--- src/rtl/core/sabi_pkg.sv ---
// shared types, constants and register codes for the segment/box slab test
package sabi_pkg;

    // coordinate and slab parameter formats
    localparam int COORD_WIDTH_DEF = 32;
    localparam int FIELD_W         = 32;
    localparam int T_FRAC          = 32;
    localparam int T_W             = T_FRAC + 3;
    localparam int PROD_W          = 2 * T_FRAC;

    // pipeline depths of the shared units
    localparam int DIV_STAGES  = T_FRAC + 1;
    localparam int LERP_STAGES = 3;

    // configuration register file
    localparam int                 THR_W       = 16;
    localparam logic [THR_W-1:0]   THR_RESET   = 16'd1;
    localparam int                 APB_AW      = 3;
    localparam int                 APB_DW      = 32;
    localparam int                 REG_IDX_W   = APB_AW - 2;
    localparam logic [REG_IDX_W-1:0] REG_PAR_THR = '0;

    // entered face
    typedef enum logic [1:0] {
        AXIS_X    = 2'd0,
        AXIS_Y    = 2'd1,
        AXIS_Z    = 2'd2,
        AXIS_NONE = 2'd3
    } axis_t;

    // input item
    typedef struct packed {
        logic signed [FIELD_W-1:0] seg_start_x;
        logic signed [FIELD_W-1:0] seg_start_y;
        logic signed [FIELD_W-1:0] seg_start_z;
        logic signed [FIELD_W-1:0] seg_end_x;
        logic signed [FIELD_W-1:0] seg_end_y;
        logic signed [FIELD_W-1:0] seg_end_z;
        logic signed [FIELD_W-1:0] box_min_x;
        logic signed [FIELD_W-1:0] box_min_y;
        logic signed [FIELD_W-1:0] box_min_z;
        logic signed [FIELD_W-1:0] box_max_x;
        logic signed [FIELD_W-1:0] box_max_y;
        logic signed [FIELD_W-1:0] box_max_z;
    } in_item_t;

    // result item
    typedef struct packed {
        logic                      hit;
        axis_t                     entry_axis;
        logic signed [FIELD_W-1:0] hit_x;
        logic signed [FIELD_W-1:0] hit_y;
        logic signed [FIELD_W-1:0] hit_z;
        logic signed [FIELD_W-1:0] depth_x;
        logic signed [FIELD_W-1:0] depth_y;
        logic signed [FIELD_W-1:0] depth_z;
    } out_item_t;

endpackage

--- src/rtl/core/sabi_lerp.sv ---
// three-stage point on segment: s + d*t, product rounded half away from zero, saturated
module sabi_lerp #(
    parameter int CW = sabi_pkg::COORD_WIDTH_DEF
) (
    input  logic                              aclk,
    input  logic [sabi_pkg::LERP_STAGES-1:0]  en,
    input  logic signed [CW-1:0]              s,
    input  logic signed [CW-1:0]              d,
    input  logic signed [sabi_pkg::T_W-1:0]   t,
    output logic signed [CW-1:0]              pnt
);
    import sabi_pkg::*;

    localparam logic signed [CW+1:0] CMAX = {3'b000, {(CW-1){1'b1}}};
    localparam logic signed [CW+1:0] CMIN = {3'b111, {(CW-1){1'b0}}};

    logic [CW-1:0]     m;
    logic [PROD_W-1:0] m_ext;

    logic [PROD_W-1:0] ph_reg;
    logic [PROD_W-1:0] pl_reg;
    logic              full_reg;
    logic [CW-1:0]     m_reg;
    logic signed [CW-1:0] s0_reg;
    logic              neg0_reg;

    logic [PROD_W:0]   pl_rnd;
    logic [PROD_W-1:0] p_sum;
    logic [CW-1:0]     p_reg;
    logic signed [CW-1:0] s1_reg;
    logic              neg1_reg;

    logic signed [CW:0]   term;
    logic signed [CW+1:0] total;
    logic signed [CW-1:0] pnt_reg;

    // split magnitude into high and low halves, multiply each by t
    always_comb begin
        m     = d[CW-1] ? CW'(~d + 1'b1) : CW'(d);
        m_ext = PROD_W'(m);
    end

    always_ff @(posedge aclk) begin
        if (en[0]) begin
            ph_reg   <= PROD_W'(m_ext[PROD_W-1:T_FRAC] * t[T_FRAC-1:0]);
            pl_reg   <= PROD_W'(m_ext[T_FRAC-1:0] * t[T_FRAC-1:0]);
            full_reg <= t[T_FRAC];
            m_reg    <= m;
            s0_reg   <= s;
            neg0_reg <= d[CW-1];
        end
    end

    // round the low partial product and combine
    always_comb begin
        pl_rnd = {1'b0, pl_reg} + ((PROD_W+1)'(1) << (T_FRAC - 1));
        p_sum  = ph_reg + PROD_W'(pl_rnd[PROD_W:T_FRAC]);
    end

    always_ff @(posedge aclk) begin
        if (en[1]) begin
            p_reg    <= full_reg ? m_reg : CW'(p_sum);
            s1_reg   <= s0_reg;
            neg1_reg <= neg0_reg;
        end
    end

    // signed add to start, saturating
    always_comb begin
        term  = neg1_reg ? signed'((CW+1)'(~{1'b0, p_reg} + 1'b1)) : signed'({1'b0, p_reg});
        total = (CW+2)'(s1_reg) + (CW+2)'(term);
    end

    always_ff @(posedge aclk) begin
        if (en[2]) begin
            if (total > CMAX) begin
                pnt_reg <= CMAX[CW-1:0];
            end else if (total < CMIN) begin
                pnt_reg <= CMIN[CW-1:0];
            end else begin
                pnt_reg <= total[CW-1:0];
            end
        end
    end

    assign pnt = pnt_reg;

endmodule

--- config.mk ---
export PLATFORM = sky130hd
export DESIGN_NAME = sabi_lerp
export DESIGN_NICKNAME = d
export VERILOG_FILES = /design/src/rtl/core/sabi_pkg.sv /design/src/rtl/core/sabi_lerp.sv
export SDC_FILE = /design/constraint.sdc
export NUM_CORES = 2
export LEC_CHECK = 0
export BUFFER_PORTS_ARGS = -buffer_cell sky130_fd_sc_hd__clkbuf_2
export CORE_ASPECT_RATIO = 0.8
export CORE_MARGIN = 2
export CORE_UTILIZATION = 30
export CTS_BUF_LIST = sky130_fd_sc_hd__clkbuf_2
export DETAILED_ROUTE_END_ITERATION = 6
export GPL_TIMING_DRIVEN = 0
export PLACE_DENSITY = 0.55
export SYNTH_ARGS = -nofsm -noshare
export SYNTH_HDL_FRONTEND = slang
export SYNTH_SLANG_ARGS = --single-unit
--- constraint.sdc ---
create_clock -name aclk -period 15.2 [get_ports aclk]
set_input_delay 3.04 -clock aclk [delete_from_list [all_inputs] [get_ports aclk]]
set_output_delay 3.04 -clock aclk [all_outputs]
set_load 0.05 [all_outputs]
==> reports/metrics.cfg <==
[clock_tree]
hold_buffers=0
clock_sinks=196
cts_buffers=17
root_buffer=clkbuf_2
clk-insertion-delay-late_ns=0.87
clk_pin_slew_worst_paths_ns=0.29
cts_setup_buffers=0
h-tree-depth=4
cts_tree=done
cts_buffer_depth=2
cts_resized=0

[floorplanning]
pin_count=135
die-area_um2=144000
chipWidth_um=424
die_y_um=340
core_um2=140000
row_count=123
initial_core_util_pct=30.1

[outcome]
status=finished clean

[synthesis]
yosys-top-cells-count=fa_1 (896), inv_1 (879), and2_1 (598), nand2_1 (539), ha_1 (296)
ys_async_sr_fraction_pct=0
ys_ff_latch=196
ys_seq_area_share_pct=13.9
syn_area_um2=42200
synth_edf_count=196
synth_top_area_share_pct=42.5
synth.most_common_cell=fa_1
yosysTopAreaCell=fa_1
yosys_warnings=0
syn-mean-instance-area_um2=9.76
yosysUniqueCellTypes=70
yosys_most_used_dff=edfxtp_1
syn_inst=4327
synth_area_leaders=fa_1 (42%), edfxtp_1 (14%), and2_1 (8.9%), ha_1 (8.8%), inv_1 (7.8%)
syn_nets=5622

[worst_setup_path]
cpMostUsedCell=fa_1
worst_setup_path_end_kind=register
worstPathRequired_ns=15.84
critPathKind=input port to register
cp_data_arrival_time_ns=15.56
cp_max_fo=10
rrSetupSlack_ns=8.53
r2r-start=p_reg[6]$_DFFE_PP_
cpPeakStageDelay_ns=0.74
cpMaxStageDelayCell=clkbuf_1
reg2reg_depth=17
timing.rr.end=pnt[6]$_SDFFCE_PN1P_
cp-start-kind=input port

[drt]
avgRoutedWirePerCell_um=23.9
ant_nets=0
vias_per_cell=4.86
finalWirelength_mm=152
drc=0
vias=31000
drt_pass1_iterations=5
drt_iter0_drc=3035

[sta]
clock.fmax_mhz=67.0
hold_viol=0
min_period_ns=14.91
setup_viol=0
fin_skew_ns=0.0640
drv_slew=0
slew_headroom_pct=1.60
worstMarginPinSlew_ns=1.47
fin_crit_sh_pct=98.1
rsz0062_at_grt=no

[cells_and_area]
area_growth_pct=7.82
layout-drive-gt1-share_pct=4.47
nNetsFinal=5774
largest_register_ffs=33
fillers=14500
final_cell_count_no_fill=6374

[placed_design]
gp_congestion=0.997
io_buffers=132
dp_hpwl_mm=131
dp_cells=6335

[worst_hold_path]
hold_end=s1_reg[26]$_DFFE_PP_
min_from=s0_reg[26]$_DFFE_PP_
min_path_cells=0
worstHoldPathType=register to register

[global_routing]
grt_pass1_vias=31900
grt_start_max_net_pins=100
gr-total-overflow=0
antenna_found_initial=21
grt_pass1_wl_mm=222
grt.total_usage_pct=21.3

[flow_run]
cap_viol_max_count=0

-- cells by family after synthesis --
logic type,synth area share [%]
adders and majority gates,51.2
xor gates and xnor gates,3.13
and+or+nand+nor,16.5
buffers and inverters,9.80
DFF,13.9
muxes,0.124
AOI/OAI and AO/OA,5.28
-- cell type report --
cell class	count	area [µm²]	area share (%)
antenna	7	17.5	0.0385
buffer	218	838	1.84
clock buffer	19	95.1	0.209
clock inverter	13	139	0.305
inverter	880	3300	7.25
multi-input combinational	3033	32200	70.8
sequential	196	5890	12.9
tap	1875	2350	5.15
timing repair buffer	133	699	1.54
-- cell usage in the layout (no fill, tap or decap), drive strengths merged, types with 5 or more instances in the layout --
| master | netlist | final |
|---|---|---|
| edfxtp | 196 | 196 |
| and2 | 598 | 598 |
| o31ai | 16 | 16 |
| inv | 880 | 887 |
| diode | 0 | 7 |
| xnor2 | 100 | 100 |
| nor3 | 17 | 17 |
| o211ai | 5 | 5 |
| o31a | 5 | 5 |
| or4 | 19 | 19 |
| fa | 896 | 896 |
| a21o | 75 | 75 |
| nand2 | 540 | 540 |
| clkbuf | 206 | 357 |
| o41ai | 8 | 8 |
| buf | 12 | 13 |
| o21ai | 90 | 90 |
| xor2 | 51 | 51 |
| a211oi | 12 | 12 |
| o21bai | 11 | 11 |
| nand2b | 16 | 16 |
| a31oi | 7 | 7 |
| nand3 | 32 | 32 |
| o21a | 7 | 7 |
| and3 | 16 | 16 |
| nand4 | 18 | 18 |
| nor4 | 6 | 6 |
| nor2 | 47 | 47 |
| ha | 296 | 296 |
| a21oi | 79 | 79 |
| nor2b | 12 | 12 |
-- layer usage --
layer	vias up	track usage [%]	part of all wire, %
met3	141	6.98	11
met1	16200	31.2	46
met4	10	3.75	1.9
met2	1245	30.6	41
met5	-	0	0.045
li1	13400	-	-
-- critical path: cells and delay by family --
kind,cells,cell delay [ns]
AO/OA/AOI/OAI,8,2.87
XOR/XNOR,2,0.48
adder cells (fa/ha/maj),10,4.77
buffers and inverters,6,1.78
AND/OR/NAND/NOR,7,2.59
-- per-stage QoR --
stage	setup TNS, ns	setup WS, ns	util, %	hold WS [ns]	cell area [µm²]
after floorplan	0	2.48	-	0.400	42200
after global placement	-3.16	-0.818	32.3	0.403	45300
after detailed placement	-3.45	-0.806	32.3	0.405	45300
after CTS	0	0.164	32.5	0.439	45500
after global routing	0	0.156	32.5	0.426	45500
final	0	0.285	32.5	0.451	45600
-- how the worst max path moves through the flow --
stage                                end  start  cells after the start  slack, ns
floorplan           pl_reg[56]$_DFFE_PP_   d[6]                     31       2.48
global placement    pl_reg[57]$_DFFE_PP_   d[0]                     32      -0.82
detailed placement  pl_reg[57]$_DFFE_PP_   d[0]                     32      -0.81
CTS                 pl_reg[57]$_DFFE_PP_   d[0]                     32       0.16
global route        pl_reg[57]$_DFFE_PP_   d[0]                     33       0.16
finish              pl_reg[57]$_DFFE_PP_   d[0]                     33       0.29
Power is left out: the tool's default activity adds up to more than one toggle a clock period on the data nets, which glitch-free logic cannot reach.
